## config.mk

```make
export PLATFORM = sky130hd
export DESIGN_NAME = scbc_out_fifo
export DESIGN_NICKNAME = d
export VERILOG_FILES = /design/src/design/scbc_pkg.sv /design/src/design/scbc_out_fifo.sv
export SDC_FILE = /design/constraint.sdc
export NUM_CORES = 2
export LEC_CHECK = 0
export BUFFER_PORTS_ARGS = -buffer_cell sky130_fd_sc_hd__buf_2
export CAP_MARGIN = 20
export CELL_PAD_IN_SITES_DETAIL_PLACEMENT = 0
export CELL_PAD_IN_SITES_GLOBAL_PLACEMENT = 1
export CORE_MARGIN = 1.5
export CORE_UTILIZATION = 40
export DETAILED_ROUTE_END_ITERATION = 10
export PLACE_DENSITY_LB_ADDON = 0.2
export SLEW_MARGIN = 20
export SYNTH_ARGS = -nofsm -noshare
export SYNTH_HDL_FRONTEND = slang
export SYNTH_SLANG_ARGS = --single-unit
```

## constraint.sdc

```tcl
create_clock -name clk -period 58.1 [get_ports clk]
set_input_delay 2.905 -clock clk [delete_from_list [all_inputs] [get_ports clk]]
set_output_delay 2.905 -clock clk [all_outputs]
set_load 0.005 [all_outputs]
```

## src/design/scbc_pkg.sv

```systemverilog
`timescale 1ns / 1ps
`default_nettype none

package scbc_pkg;

  localparam int COORD_WIDTH     = 16;
  localparam int SPAN_WIDTH      = COORD_WIDTH + 1;
  localparam int END_WIDTH       = COORD_WIDTH + 2;
  localparam int COLOR_WIDTH     = 64;
  localparam int CFG_WIDTH       = 16;
  localparam int CFG_INDEX_WIDTH = 1;
  localparam int COUNT_WIDTH     = 17;
  localparam int OUT_QUEUE_DEPTH = 8;

  localparam logic [COUNT_WIDTH-1:0] SEEN_MAX       = '1;
  localparam logic [CFG_WIDTH-1:0]   CAPACITY_RESET = 16'd1024;
  localparam logic [CFG_WIDTH-1:0]   LIMIT_RESET    = 16'd1024;

  typedef enum logic [CFG_INDEX_WIDTH-1:0] {
    REG_BLOCK_CAPACITY = 1'b0,
    REG_INPUT_LIMIT    = 1'b1
  } cfg_reg_t;

  typedef struct packed {
    logic [COORD_WIDTH-1:0] first_row;
    logic [COORD_WIDTH-1:0] row_len;
    logic [COORD_WIDTH-1:0] first_col;
    logic [COORD_WIDTH-1:0] col_len;
    logic [COLOR_WIDTH-1:0] red_bits;
    logic [COLOR_WIDTH-1:0] green_bits;
    logic [COLOR_WIDTH-1:0] blue_bits;
    logic                   end_of_list;
  } rect_t;

  typedef struct packed {
    logic                   has_block;
    logic [COORD_WIDTH-1:0] out_row_start;
    logic [SPAN_WIDTH-1:0]  out_row_count;
    logic [COORD_WIDTH-1:0] out_col_start;
    logic [SPAN_WIDTH-1:0]  out_col_count;
    logic [COLOR_WIDTH-1:0] out_red;
    logic [COLOR_WIDTH-1:0] out_green;
    logic [COLOR_WIDTH-1:0] out_blue;
    logic                   list_status;
    logic                   final_result;
  } result_t;

  // Up to two results per rectangle; second_valid implies first_valid.
  typedef struct packed {
    logic    first_valid;
    logic    second_valid;
    result_t first;
    result_t second;
  } scbc_push_t;

endpackage

`default_nettype wire

```

## src/design/scbc_out_fifo.sv

```systemverilog
`timescale 1ns / 1ps
`default_nettype none

module scbc_out_fifo import scbc_pkg::*; #(
  parameter int DEPTH = OUT_QUEUE_DEPTH,
  localparam int PTR_W = $clog2(DEPTH),
  localparam int CNT_W = $clog2(DEPTH + 1)
) (
  input  logic             clk,
  input  logic             rst,
  input  scbc_push_t       push,
  input  logic             pop,
  output logic             head_valid,
  output result_t          head,
  output logic [CNT_W-1:0] count
);

  result_t          slots [DEPTH];
  logic [PTR_W-1:0] rd_ptr;
  logic [PTR_W-1:0] wr_ptr;
  logic [PTR_W-1:0] wr_ptr_plus1;
  logic [PTR_W-1:0] wr_ptr_next;
  logic [CNT_W-1:0] count_next;
  logic             pop_fire;

  function automatic logic [PTR_W-1:0] wrap_inc(input logic [PTR_W-1:0] ptr);
    return (ptr == PTR_W'(DEPTH - 1)) ? '0 : ptr + 1'b1;
  endfunction

  assign head_valid   = (count != '0);
  assign head         = slots[rd_ptr];
  assign pop_fire     = pop && head_valid;
  assign wr_ptr_plus1 = wrap_inc(wr_ptr);

  always_comb begin
    wr_ptr_next = wr_ptr;
    if (push.second_valid) begin
      wr_ptr_next = wrap_inc(wr_ptr_plus1);
    end else if (push.first_valid) begin
      wr_ptr_next = wr_ptr_plus1;
    end
    count_next = count + CNT_W'(push.first_valid) + CNT_W'(push.second_valid)
                 - CNT_W'(pop_fire);
  end

  always_ff @(posedge clk) begin
    if (push.first_valid) begin
      slots[wr_ptr] <= push.first;
    end
    if (push.second_valid) begin
      slots[wr_ptr_plus1] <= push.second;
    end
  end

  always_ff @(posedge clk) begin
    if (rst) begin
      rd_ptr <= '0;
      wr_ptr <= '0;
      count  <= '0;
    end else begin
      if (pop_fire) begin
        rd_ptr <= wrap_inc(rd_ptr);
      end
      wr_ptr <= wr_ptr_next;
      count  <= count_next;
    end
  end

endmodule

`default_nettype wire

```

Word level (Yosys, flattened, before mapping)
Memories as Yosys holds them, arrays and structs flattened. A register that Yosys moved wholly into a read port is not among the register bits.
Cells that the tools add are included.
{ "totals": {"rom_bits": 0, "ramBits": 2088, "register_bits": 10, "latch_bits": 0, "memories": 1, "inputBits": 527} }
{ "mem_list": {"columns": ["memory", "depth", "word_bits", "read_ports", "rd_ports_with_merged_regs", "wr", "line_no", "rtl"], "rows": [
  ["slots", 8, 261, 1, 1, 2, "scbc_out_fifo.sv:18", "result_t slots [DEPTH];"]
]} }
{ "classes": {"div": 0, "multipliers": 0, "bitwise_logic": 0, "shifts": 0, "n_eq_ne": 3, "addsub": 6, "n_mux": 11, "reduce_logical": 3, "n_lt_le_gt_ge": 0} }
{ "op_table": {"columns": ["op", "n"], "rows": [
  ["3-bit 2-to-1 mux", 7],
  ["3-bit by 1-bit adder with 3-bit output (second input constant)", 3],
  ["3-bit equality test (second input constant)", 3],
  ["4-bit by 1-bit adder with 4-bit output", 2],
  ["1-bit 2-to-1 mux", 4],
  ["4-bit nonzero test", 1],
  ["4-bit by 1-bit subtractor with 4-bit output", 1],
  ["2-bit nonzero test", 1],
  ["1-bit logical AND", 1]
]} }

Longest topological paths before layout
{ "logic_depth": {"ltp_word": 5, "mapped_depth": 10} }

Worst setup path after synthesis
No wires, ideal clock.
{ "synth_timing": {"path_type": "in2reg", "startpoint": "input push[523] (netlist name)", "endpoint": "memory slots[0][0] (netlist name), enable pin", "required_ns": 56.836, "setup_ns": 1.264, "t_arrival_ns": 21.958, "n_path_buf": 0, "path_slack_ns": 34.878, "stages": 2, "cell_sequence": "nand2b_1 o31ai_1"} }
{ "synth_rtl": {"columns": ["element", "line_no", "rtl"], "rows": [
  ["start, declared", "scbc_out_fifo.sv:11", "input scbc_push_t push,"],
  ["end, declared", "scbc_out_fifo.sv:18", null]
]} }

==> results.md <==
- Outcome: finished clean
- Reg2Reg Depth: 8
- DR iter-0 viols: 4,398
- Total track usage: 22.8%
- Worst-Margin Slew: 1.10 ns
- Area Growth Syn to Fin: 13.9%
- Vias per std cell: 5.74
- Detailed Place HPWL: 170,000 µm
- Critical path data arrival time: 5.84 ns
- Vias in the first global route: 59,700
- Die width: 514 µm
- Syn Std Cell Area: 105,000 µm²
- Global-route wire length before repair: 438,000 µm
- Number of I/O port buffers: 792
- Synth Area in Simple Gates: 0.190%
- Post-Synth XOR/XNOR Area: 0.0168%
- FF+latch count, synth: 2,101
- Setup CP Type: flop to output port
- RSZ-0062 raised after global routing: no
- Final Hold Viols: 0
- Htree depth: 4
- Syn_nets: 5,967
- Sequential fraction of the synthesis area: 60.2%
- Share of layout cells above drive strength 1: 61.6%
- Core ar.: 260,000 µm²
- Hold_sp: rd_ptr[1]$_SDFFE_PP0P_
- Mean Syn Cell Area: 19.3 µm²
- Largest net degree at the start of global routing: 109
- Cts bufs inserted: 232
- # rows: 187
- Post-CTS Hold Fix Bufs: 0
- Congestion Overflow GR: 0
- Post-synthesis adder-cell area fraction: 0.134%
- Leak: 39.8 nW
- Antenna-violating nets left: 0
- FF-to-FF End: slots[1][166]$_DFFE_PP_
- Die Height: 514 µm
- Via count: 56,500
- # DRC: 0
- Yosys warnings: 0
- Die area: 264,000 µm²
- F_max: 114 MHz
- Mux contribution to synthesized area: 37.2%
- Max Cap Viol: 0
- Clk buf depth: 3
- Post-CTS sizing: 0
- Setup TNS: 0 ns
- CTS clk-pin slew, worst paths: 0.06 ns
- Max VDD drop: 0.0322 mV
- Mapped Cells: 5,430
- Post-layout nets: 6,722
- Average wire per standard cell: 31.2 µm
- Critical Path Start Type: flop
- Critical R2R Launch: wr_ptr[0]$_SDFFE_PP0P_
- I/O pins: 793
- Worst-skew pair later-pin latency: 0.88 ns
- Worst Skew: 0.0386 ns
- CTS root buf: clkbuf_16
- Post-CTS Repair Setup Buffers: 0
- Final setup vio count: 0
- CTS tree: yes
- PnR Total Power: 3.94 mW
- CP endpoint kind: output port
- Largest family of logic cells by synthesized area: multiplexers
- WHS Path Cells: 2
- GPL Wtd Cong: 0.757
- PD cells: 33.1 nW/µm²
- Final Max Tran Viols: 0
- Crit-path max FO: 38
- Required @ worst endpoint: 55.19 ns
- DRT Pass-1 Iters: 5
- Routed wire length: 307,000 µm
- Compound-gate portion of the synthesized area: 0.141%
- Number of clock sinks: 2,101
- Minimum clock period: 8.75 ns
- Synth cell types: 36
- R2r setup slk: 52.80 ns
- Starting density of the core: 40.3%
- Hold WC Path Type: flop to flop
- Final period util: 15.1%
- Initial antenna violation count: 188
- Relative slew slack: 26.3%
-- layout by cell type, fill, tap and decap left out, types with 3 or more instances in the layout --
cell        instances
edfxtp_1         2088
mux2_2           2015
buf_2             792
mux4_2            522
clkbuf_16         234
mux2_4            179
mux2_1            155
buf_4              84
diode_2            71
clkbuf_1           71
clkinv_1           60
clkinv_2           29
buf_12             18
a21oi_1            11
dfxtp_1            10
ha_1                8
bufinv_16           8
inv_1               7
nand2_1             6
nor2b_1             5
inv_6               5
nor2_1              4
nand2b_1            4
o21ai_4             4
o21ai_0             4
clkinv_8            4
clkinvlp_4          4
clkinv_16           4
nand3_1             3
dfxtp_4             3
buf_16              3
-- kinds of logic (layout without fill, tap and decap cells) --
group / count (synthesis) / count (layout)
DFF: 2101 / 2101
xor gates and xnor gates: 2 / 2
buffers and inverters: 383 / 1327
AOI/OAI and AO/OA: 26 / 26
muxes: 2872 / 2872
other: 0 / 71
and+or+nand+nor: 36 / 36
adders and majority gates: 10 / 10
-- sequential cells by signal, indices dropped and copies added, names as in the netlist, named ones only --
signal and count:
slots 2088, rd_ptr 3, wr_ptr 3, count 4
-- power by group --
part | total (mW) | switching [mW] | internal, mW
registers | 1.81 | 0.0286 | 1.78
clock network | 1.40 | 0.625 | 0.774
logic | 0.725 | 0.379 | 0.346
-- routing by layer --
| layer | vias up | track usage [%] | wire, µm |
|---|---|---|---|
| met2 | 1565 | 38.1 | 150000 |
| met3 | 593 | 6.10 | 21500 |
| met4 | 128 | 6.63 | 9380 |
| met1 | 30100 | 29.0 | 126000 |
| met5 | - | 0 | 781 |
| li1 | 24100 | - | - |
-- per-stage QoR --
stage / worst slack, ns / utilization [%] / area, µm² / hold WS, ns / cells
after floorplan: 34.88 / - / 105000 / 0.489 / 5430
after global placement: 50.09 / 43.0 / 112000 / 0.504 / 9350
after detailed placement: 50.02 / 43.1 / 112000 / 0.508 / 9353
after CTS: 49.02 / 45.8 / 119000 / 0.526 / 9776
after global routing: 48.80 / 45.8 / 119000 / 0.553 / 9805
final: 49.35 / 45.8 / 119000 / 0.527 / 9847
-- area by class of cell --
type / instances / area [µm²]
Fill cell: 22400 / 141000
Sequential cell: 2101 / 63000
Multi-Input combinational cell: 2946 / 39600
Clock buffer: 305 / 6120
Timing Repair Buffer: 897 / 5040
Tap cell: 3402 / 4260
Clock inverter: 118 / 927
Antenna cell: 71 / 178
Inverter: 7 / 26.3
-- how the worst max path moves through the flow --
stage,from,to,slack (ns)
after floorplan,push[523],slots[0][0]$_DFFE_PP_,34.88
after global placement,flop,head[105],50.09
after detailed placement,flop,head[105],50.02
after CTS,flop,head[105],49.02
after global routing,flop,head[105],48.80
final,flop,head[105],49.35
-- Yosys cell counts --
cell type     n  area [µm²]
a21oi_1      11        55.1
a22oi_1       2        15.0
a31o_2        1        8.76
buf_1        23        86.3
buf_2       160         801
buf_4        82         616
buf_6        32         360
clkbuf_1     79         297
dfxtp_1      13         260
edfxtp_1   2088       62700
fa_1          2        40.0
ha_1          8         100
inv_1         7        26.3
mux2_1      155        1750
mux2_2     2015       22700
mux2_4      179        2690
mux2i_1       1        10.0
mux4_2      522       11800
nand2_1       8        30.0
nand2b_1      5        31.3
nand3_1       5        25.0
nand4b_1      1        8.76
nor2_1        4        15.0
nor2_2        1        6.26
nor2b_1       5        31.3
nor3_1        1        5.00
nor3b_1       1        7.51
nor3b_2       1        12.5
o21ai_0       8        40.0
o21bai_1      1        7.51
o22ai_1       1        6.26
o31ai_1       2        15.0
or2_1         1        6.26
or3_1         2        12.5
or4_1         1        7.51
xnor2_1       2        17.5
-- critical path: stages (launching register included) --
cell and delay [ns]:
dfxtp_4 0.82, buf_4 0.75, buf_4 0.78, buf_4 0.77
buf_4 0.60, mux4_2 0.58, mux2_2 0.33, buf_2 0.15
No activity file was read; power rests on OpenSTA's default activity.
