===== config.mk =====
export PLATFORM = sky130hd
export DESIGN_NAME = scbc_core
export DESIGN_NICKNAME = d
export VERILOG_FILES = /design/src/design/scbc_pkg.sv /design/src/design/scbc_core.sv
export SDC_FILE = /design/constraint.sdc
export NUM_CORES = 2
export LEC_CHECK = 0
export BUFFER_PORTS_ARGS = -buffer_cell sky130_fd_sc_hd__buf_2
export CORE_AREA = 2 2 316 318
export DETAILED_ROUTE_END_ITERATION = 10
export DIE_AREA = 0 0 318 320
export MAX_ROUTING_LAYER = met4
export RECOVER_POWER = 50
export SLEW_MARGIN = 0
export SYNTH_ARGS = -nofsm -noshare
export SYNTH_HDL_FRONTEND = slang
export SYNTH_SLANG_ARGS = --single-unit

===== constraint.sdc =====
create_clock -name clk -period 15.7 [get_ports clk]
set_input_delay 3.925 -clock clk [delete_from_list [all_inputs] [get_ports clk]]
set_output_delay 3.925 -clock clk [all_outputs]
set_load 0.005 [all_outputs]

===== src/design/scbc_pkg.sv =====
`timescale 1ns / 1ps
`default_nettype none

package scbc_pkg;

  localparam int COORD_WIDTH     = 16;
  localparam int SPAN_WIDTH      = COORD_WIDTH + 1;
  localparam int END_WIDTH       = COORD_WIDTH + 2;
  localparam int COLOR_WIDTH     = 64;
  localparam int CFG_WIDTH       = 16;
  localparam int CFG_INDEX_WIDTH = 1;
  localparam int COUNT_WIDTH     = 17;
  localparam int OUT_QUEUE_DEPTH = 8;

  localparam logic [COUNT_WIDTH-1:0] SEEN_MAX       = '1;
  localparam logic [CFG_WIDTH-1:0]   CAPACITY_RESET = 16'd1024;
  localparam logic [CFG_WIDTH-1:0]   LIMIT_RESET    = 16'd1024;

  typedef enum logic [CFG_INDEX_WIDTH-1:0] {
    REG_BLOCK_CAPACITY = 1'b0,
    REG_INPUT_LIMIT    = 1'b1
  } cfg_reg_t;

  typedef struct packed {
    logic [COORD_WIDTH-1:0] first_row;
    logic [COORD_WIDTH-1:0] row_len;
    logic [COORD_WIDTH-1:0] first_col;
    logic [COORD_WIDTH-1:0] col_len;
    logic [COLOR_WIDTH-1:0] red_bits;
    logic [COLOR_WIDTH-1:0] green_bits;
    logic [COLOR_WIDTH-1:0] blue_bits;
    logic                   end_of_list;
  } rect_t;

  typedef struct packed {
    logic                   has_block;
    logic [COORD_WIDTH-1:0] out_row_start;
    logic [SPAN_WIDTH-1:0]  out_row_count;
    logic [COORD_WIDTH-1:0] out_col_start;
    logic [SPAN_WIDTH-1:0]  out_col_count;
    logic [COLOR_WIDTH-1:0] out_red;
    logic [COLOR_WIDTH-1:0] out_green;
    logic [COLOR_WIDTH-1:0] out_blue;
    logic                   list_status;
    logic                   final_result;
  } result_t;

  // Up to two results per rectangle; second_valid implies first_valid.
  typedef struct packed {
    logic    first_valid;
    logic    second_valid;
    result_t first;
    result_t second;
  } scbc_push_t;

endpackage

`default_nettype wire


===== src/design/scbc_core.sv =====
`timescale 1ns / 1ps
`default_nettype none

module scbc_core import scbc_pkg::*; (
  input  logic                 clk,
  input  logic                 rst,
  input  logic                 item_valid,
  input  rect_t                item,
  input  logic [CFG_WIDTH-1:0] block_capacity,
  input  logic [CFG_WIDTH-1:0] input_limit,
  output scbc_push_t           push
);

  logic                   pend_valid;
  logic                   overflowed;
  logic [COUNT_WIDTH-1:0] kept_count;
  logic [COUNT_WIDTH-1:0] seen_count;
  logic [COORD_WIDTH-1:0] pend_row_start;
  logic [COORD_WIDTH-1:0] pend_col_start;
  logic [SPAN_WIDTH-1:0]  pend_row_count;
  logic [SPAN_WIDTH-1:0]  pend_col_count;
  logic [COLOR_WIDTH-1:0] pend_red;
  logic [COLOR_WIDTH-1:0] pend_green;
  logic [COLOR_WIDTH-1:0] pend_blue;

  logic                   pend_valid_next;
  logic                   overflowed_next;
  logic [COUNT_WIDTH-1:0] kept_count_next;
  logic [COUNT_WIDTH-1:0] seen_count_next;
  logic [COORD_WIDTH-1:0] pend_row_start_next;
  logic [COORD_WIDTH-1:0] pend_col_start_next;
  logic [SPAN_WIDTH-1:0]  pend_row_count_next;
  logic [SPAN_WIDTH-1:0]  pend_col_count_next;
  logic [COLOR_WIDTH-1:0] pend_red_next;
  logic [COLOR_WIDTH-1:0] pend_green_next;
  logic [COLOR_WIDTH-1:0] pend_blue_next;

  logic [END_WIDTH-1:0]   pend_row_end;
  logic [END_WIDTH-1:0]   pend_col_end;
  logic [END_WIDTH-1:0]   in_row_end;
  logic [END_WIDTH-1:0]   in_col_end;
  logic [COORD_WIDTH-1:0] row_lo;
  logic [COORD_WIDTH-1:0] col_lo;
  logic [END_WIDTH-1:0]   row_hi;
  logic [END_WIDTH-1:0]   col_hi;
  logic                   nonempty;
  logic                   color_match;
  logic                   col_fits;
  logic                   row_fits;
  logic [COUNT_WIDTH-1:0] seen_inc;
  result_t                emitted;

  // The pending ends stay below 2^(COORD_WIDTH+1), so END_WIDTH never wraps.
  assign pend_row_end = END_WIDTH'(pend_row_start) + END_WIDTH'(pend_row_count);
  assign pend_col_end = END_WIDTH'(pend_col_start) + END_WIDTH'(pend_col_count);
  assign in_row_end   = END_WIDTH'(item.first_row) + END_WIDTH'(item.row_len);
  assign in_col_end   = END_WIDTH'(item.first_col) + END_WIDTH'(item.col_len);

  assign row_lo = (pend_row_start < item.first_row) ? pend_row_start : item.first_row;
  assign col_lo = (pend_col_start < item.first_col) ? pend_col_start : item.first_col;
  assign row_hi = (pend_row_end > in_row_end) ? pend_row_end : in_row_end;
  assign col_hi = (pend_col_end > in_col_end) ? pend_col_end : in_col_end;

  assign nonempty    = (item.row_len != '0) && (item.col_len != '0);
  assign color_match = pend_valid && (pend_red == item.red_bits) &&
                       (pend_green == item.green_bits) && (pend_blue == item.blue_bits);

  // Touching ranges count as mergeable, hence the non-strict compares.
  assign col_fits = (pend_row_start == item.first_row) &&
                    (pend_row_count == SPAN_WIDTH'(item.row_len)) &&
                    !(END_WIDTH'(item.first_col) > pend_col_end) &&
                    !(END_WIDTH'(pend_col_start) > in_col_end);
  assign row_fits = (pend_col_start == item.first_col) &&
                    (pend_col_count == SPAN_WIDTH'(item.col_len)) &&
                    !(END_WIDTH'(item.first_row) > pend_row_end) &&
                    !(END_WIDTH'(pend_row_start) > in_row_end);

  assign seen_inc = (seen_count == SEEN_MAX) ? seen_count : seen_count + 1'b1;

  always_comb begin
    emitted               = '0;
    emitted.has_block     = 1'b1;
    emitted.out_row_start = pend_row_start;
    emitted.out_row_count = pend_row_count;
    emitted.out_col_start = pend_col_start;
    emitted.out_col_count = pend_col_count;
    emitted.out_red       = pend_red;
    emitted.out_green     = pend_green;
    emitted.out_blue      = pend_blue;
  end

  always_comb begin
    result_t final_res;

    pend_valid_next     = pend_valid;
    overflowed_next     = overflowed;
    kept_count_next     = kept_count;
    seen_count_next     = seen_count;
    pend_row_start_next = pend_row_start;
    pend_col_start_next = pend_col_start;
    pend_row_count_next = pend_row_count;
    pend_col_count_next = pend_col_count;
    pend_red_next       = pend_red;
    pend_green_next     = pend_green;
    pend_blue_next      = pend_blue;
    push                = '0;
    final_res           = '0;

    if (item_valid) begin
      if (!overflowed) begin
        seen_count_next = seen_inc;
        priority if (seen_inc > COUNT_WIDTH'(input_limit)) begin
          overflowed_next = 1'b1;
          pend_valid_next = 1'b0;
        end else if (!nonempty) begin
          // Empty rectangles leave the pending one untouched.
          pend_valid_next = pend_valid;
        end else if (color_match && col_fits) begin
          pend_col_start_next = col_lo;
          pend_col_count_next = SPAN_WIDTH'(col_hi - END_WIDTH'(col_lo));
        end else if (color_match && row_fits) begin
          pend_row_start_next = row_lo;
          pend_row_count_next = SPAN_WIDTH'(row_hi - END_WIDTH'(row_lo));
        end else if (kept_count >= COUNT_WIDTH'(block_capacity)) begin
          overflowed_next = 1'b1;
          pend_valid_next = 1'b0;
        end else begin
          push.first_valid    = pend_valid;
          push.first          = emitted;
          pend_row_start_next = item.first_row;
          pend_col_start_next = item.first_col;
          pend_row_count_next = SPAN_WIDTH'(item.row_len);
          pend_col_count_next = SPAN_WIDTH'(item.col_len);
          pend_red_next       = item.red_bits;
          pend_green_next     = item.green_bits;
          pend_blue_next      = item.blue_bits;
          pend_valid_next     = 1'b1;
          kept_count_next     = kept_count + 1'b1;
        end
      end

      if (item.end_of_list) begin
        final_res.final_result = 1'b1;
        final_res.list_status  = overflowed_next;
        if (pend_valid_next && !overflowed_next) begin
          final_res.has_block     = 1'b1;
          final_res.out_row_start = pend_row_start_next;
          final_res.out_row_count = pend_row_count_next;
          final_res.out_col_start = pend_col_start_next;
          final_res.out_col_count = pend_col_count_next;
          final_res.out_red       = pend_red_next;
          final_res.out_green     = pend_green_next;
          final_res.out_blue      = pend_blue_next;
        end
        if (push.first_valid) begin
          push.second_valid = 1'b1;
          push.second       = final_res;
        end else begin
          push.first_valid = 1'b1;
          push.first       = final_res;
        end
        pend_valid_next = 1'b0;
        overflowed_next = 1'b0;
        kept_count_next = '0;
        seen_count_next = '0;
      end
    end
  end

  always_ff @(posedge clk) begin
    if (rst) begin
      pend_valid <= 1'b0;
      overflowed <= 1'b0;
      kept_count <= '0;
      seen_count <= '0;
    end else begin
      pend_valid <= pend_valid_next;
      overflowed <= overflowed_next;
      kept_count <= kept_count_next;
      seen_count <= seen_count_next;
    end
  end

  always_ff @(posedge clk) begin
    pend_row_start <= pend_row_start_next;
    pend_col_start <= pend_col_start_next;
    pend_row_count <= pend_row_count_next;
    pend_col_count <= pend_col_count_next;
    pend_red       <= pend_red_next;
    pend_green     <= pend_green_next;
    pend_blue      <= pend_blue_next;
  end

endmodule

`default_nettype wire


Word-level counts from Yosys, hierarchy flattened
Cells that the tools add are included.
- bits in registers: 294
- bits of input ports: 292
- output and inout port bits: 524
- word-level logic and storage cells: 156
- add/sub/neg operators: 8
- $lt $le $gt $ge: 10
- eq/ne operators: 13
- muxes and demuxes: 91
- reductions and logical operators: 23
- operators by type and width (kind ; number):
    2-to-1 mux 261 bit ; 8
    2-to-1 mux 64 bit ; 18
    2-to-1 mux 524 bit ; 2
    2-to-1 mux 17 bit ; 24
    2-to-1 mux 259 bit ; 1
    2-to-1 mux 16 bit ; 14
    equality test 64 bit ; 3
    adder 16 x 17 -> 18 bit ; 2
    > comparator 16 x 18 -> 1 bit ; 2
    > comparator 18 x 17 -> 1 bit ; 2
    adder 16 x 16 -> 17 bit ; 2
    adder 17 x 1 -> 17 bit, second input constant ; 2
    equality test 17 x 16 -> 1 bit ; 2
    > comparator 16 x 17 -> 1 bit ; 2
    subtractor 17 x 16 -> 17 bit ; 2
    equality test 16 bit ; 2
    less-than comparator 16 bit ; 2
    nonzero test 16 bit ; 2
    2-to-1 mux 1 bit ; 24
    equality test 17 bit, second input constant ; 1
    greater-or-equal comparator 17 x 16 -> 1 bit ; 1
    > comparator 17 x 16 -> 1 bit ; 1
    logical AND 1 bit ; 13
    inequality test 2 bit, second input constant ; 5
    other kinds (4) ; 8

Logic depth before layout (Yosys ltp)
- depth in word-level cells: 18
- depth in mapped cells: 34
- mapped depth without buffers: 33

Worst setup path after synthesis
Ideal clock, no wire load.
- kind: input-to-output
- start point: input port item[226] (netlist name)
- end point: output port push[504] (netlist name)
- arrival: 9.983 ns
- required time: 11.775 ns
- path slack: 1.792 ns
- cell stages on the path: 32
- buffers on the path: 1
- cells stage by stage: ha_1 -> a211oi_1 -> o21ai_0 -> and2_1 -> a31oi_1 -> nor2_1 -> o21ai_0 -> nand2b_1 -> a21o_1 -> a21oi_1 -> xor2_1 -> ha_1 -> nand4_1 -> or4_1 -> nor4b_1 -> o31a_1 -> clkbuf_1 -> nor2_1 -> a21oi_1 -> ha_1 -> inv_1 -> fa_1 -> a21oi_1 -> o211ai_1 -> o41a_1 -> nand3_1 -> a31oi_1 -> a221o_1 -> a21o_1 -> a21oi_1 -> xnor2_1 -> o32ai_1
- RTL lines (element ; RTL line ; text):
    from (decl) ; scbc_core.sv:8 ; input rect_t item,
    to (decl) ; scbc_core.sv:11 ; output scbc_push_t push

==> impl_metrics.toml <==
[outcome]
outcome = "finished with violations"
failing_checks = "capacitance limit, slew limit"

[critical_path]
setup.worst_path.start = "item[241]"
cp_data_arrival_time_ns = 11.21
worst_setup_ep = "push[502]"
regToRegSetupSlack_ns = 8.05
timing_worst_setup_path_type = "input port to output port"
worstSetupStartpointType = "input port"
slowest_stage = "or4_1"
r2r.worst_path.cells = 25
worst_path_largest_cell_delay_ns = 0.50
setup.worst_path.end_class = "output port"
timing.rr.end = "pend_row_count[11]"
timing.critical_path.required_ns = 11.77
crit_fanout = 5
worst_r2r_startpoint = "pend_row_count[0]"
cp_common_cell = "a21oi_1"

[drt]
drt_wl_total_um = 170000
final_antenna_net_count = 0
num_vias = 31823
final_routed_wire_length_divided_by_cell_count_um = 29.7
drtPass1Iterations = 5
drt_iter0_drc = 3281
route.detailed.drc = 0
avgViaCountPerCell = 5.55

[sta]
final-max-slew-violation-count = 284
final.min_clock_period_ns = 15.13
timing.final.hold_violations = 0
setup_repair_after_global_routing_missed_its_margin = "no"
worst_clock_skew_ns = 0.0402
worst_rel_slew_slack_pct = -177
worst-slew-pin-transition_ns = 4.15
setup_viol = 0
period_share_pct = 96.4
totalNegativeSetupSlack_ns = 0
max_freq_mhz = 66.1

[final_layout]
post-route-util_pct = 37.7
fillers = 10383
area_growth_syn_to_layout_pct = 24.1
design.final.nets = 4946
layout-drive-gt1-share_pct = 22.3

[pwr]
power.combinational.fraction_pct = 42.9
seq_power_share_pct = 27.6
clockPowerShare_pct = 29.5
power_switching_share_pct = 40.8
leakage_nw = 17.0
power_density_mw_per_mm2 = 98.1
max-vdd-ir-drop_mv = 0.0805
power.switching_w = 0.00148
internal-power_w = 0.00215

[global_route]
grt_start_max_net_pins = 136
first_global_vias = 29535
initial_antenna_violation_count = 39
gr-usage-all-layers_pct = 32.8
global_route.overflow_total = 0
grt_first_pass_wirelength_um = 232000

[synthesis]
yosys.area.top_type = "edfxtp_1"
yosysMostFrequentCell = "inv_1"
synth-async-reset-ratio_pct = 0
top_ff_cell_synth = "edfxtp_1"
fraction_of_the_yosys_area_taken_by_sequential_cells_pct = 28.5
cell_types_occupying_the_most_area_after_synthesis = "edfxtp_1 26%, ha_1 11%, mux2i_1 6.7%, xnor2_1 4.9%, inv_1 4.7%"
yosys_warnings = 0
synth_top_area_share_pct = 26.0
post_synth.cell_area_avg_sq_um = 8.27
synth_enable_flop_cells = 258
synthTopCellsByCount = "375 x inv_1, 342 x nor2_1, 306 x nand2_1"
synth.cell_area_sq_mm = 0.0298
post_synth_num_cell_types = 91
synth.ff_latch_count = 294
synth_cells = 3599

[floorplan]
initial_standard_cell_utilization_of_the_core_pct = 30.4
core-area_sq_mm = 0.0980
floorplan.die.width_um = 318
io-pin-count = 816
die_h_um = 320
fp.dieArea_sq_mm = 0.102
rows = 115

[min_path]
hp-class = "flop to flop"

[clock_network]
clock_sinks = 294
holdBufCountCts = 0
cts_inserted_buffers = 41
htreeDepth = 2
cts_tree = "done"
clk-insertion-delay-late_ns = 0.64
post_cts.repair.setup_buffers = 0
worst_setup_hold_path_clk_slew_ns = 0.06
cts.root.buffer_cell = "clkbuf_16"
maximum_clock_insertion_buffer_count = 3
post_cts_resized = 0

[flow_run]
cap_viol_max_count = 7

[placement]
place_congestion = 1.04
place.detailed.hpwl_um = 140000
port_buffers = 812
==> routing by layer <==
layer	up-vias	global-route usage, %	routed length, um
met5	-	-	0
met4	0	9.81	5280
met3	246	6.35	13800
met2	1573	50.9	77200
met1	15539	43.1	73800
li1	14465	-	-
==> cell usage in the layout (no fill, tap or decap), types with 158 or more instances in the layout <==
cell,synthesis,layout
buf_2,32,809
inv_1,375,374
nor2_1,342,341
nand2_1,306,306
o21ai_0,275,276
edfxtp_1,258,258
ha_1,256,256
mux2i_1,200,200
xnor2_1,168,168
a21oi_1,158,158
==> layout make-up <==
cell class | instances | area [sq um] | area share [%]
well taps | 1287 | 1610 | 4.36
multi-input cells | 2787 | 19300 | 52.2
diodes | 22 | 55.1 | 0.149
clock buffers | 48 | 1120 | 3.02
inverters | 376 | 1410 | 3.82
flip-flops and latches | 294 | 8470 | 22.9
repair buffers | 892 | 4620 | 12.5
clock inverters | 27 | 369 | 1.00
==> power by group through the flow <==
stage	clock [W]	combinational, W	sequential [W]
floorplan	0	0.000971	0.000973
global placement	0	0.00154	0.00101
detailed placement	0	0.00153	0.00101
CTS	0.00109	0.00154	0.000993
global route	0.00111	0.00169	0.00100
finish	0.00107	0.00155	0.000999
==> sequential cells by signal (all words and copies together) (netlist names), 17 cells and up <==
| name | count |
|---|---|
| pend_col_count | 17 |
| kept_count | 17 |
| pend_row_count | 17 |
| seen_count | 17 |
| pend_red | 64 |
| pend_green | 64 |
| pend_blue | 64 |
==> critical path: cells and delay by family <==
family | cells | cell delay (ns)
xor gates and xnor gates | 2 | 0.43
and+or+nand+nor | 10 | 1.72
AOI/OAI and AO/OA | 15 | 3.48
adders and majority gates | 4 | 1.14
buffers and inverters | 3 | 0.49
==> logic make-up after synthesis <==
| family | Yosys count | synth area share [%] |
|---|---|---|
| adders and majority gates | 263 | 11.2 |
| xor gates and xnor gates | 223 | 6.56 |
| and+or+nand+nor | 1237 | 20.5 |
| muxes | 244 | 8.39 |
| DFF | 294 | 28.5 |
| other | 1 | 0.0126 |
| AOI/OAI and AO/OA | 817 | 18.0 |
| buffers and inverters | 520 | 6.88 |
==> metrics by stage <==
step	instances	hold slack, ns	setup slack [ns]	total power [W]	area (sq um)
detailed placement	5636	0.483	0.633	0.00254	35500
global route	5728	0.518	0.123	0.00381	36900
global placement	5636	0.475	0.678	0.00255	35500
CTS	5711	0.497	0.629	0.00362	37000
floorplan	3601	0.452	1.79	0.00194	29800
finish	5733	0.496	0.570	0.00362	36900
==> how the worst min path moves through the flow <==
| stage | from | slack (ns) | end | depth (start not counted) |
|---|---|---|---|---|
| 3_5_place_dp | kept_count[16] | 0.48 | kept_count[16] | 1 |
| 2_1_floorplan | seen_count[16] | 0.45 | seen_count[16] | 2 |
| 4_1_cts | kept_count[16] | 0.50 | kept_count[16] | 1 |
| 6_report | kept_count[16] | 0.50 | kept_count[16] | 1 |
| 5_1_grt | kept_count[16] | 0.52 | kept_count[16] | 1 |
| 3_3_place_gp | kept_count[16] | 0.48 | kept_count[16] | 1 |
Power figures use the tool's default switching activity.
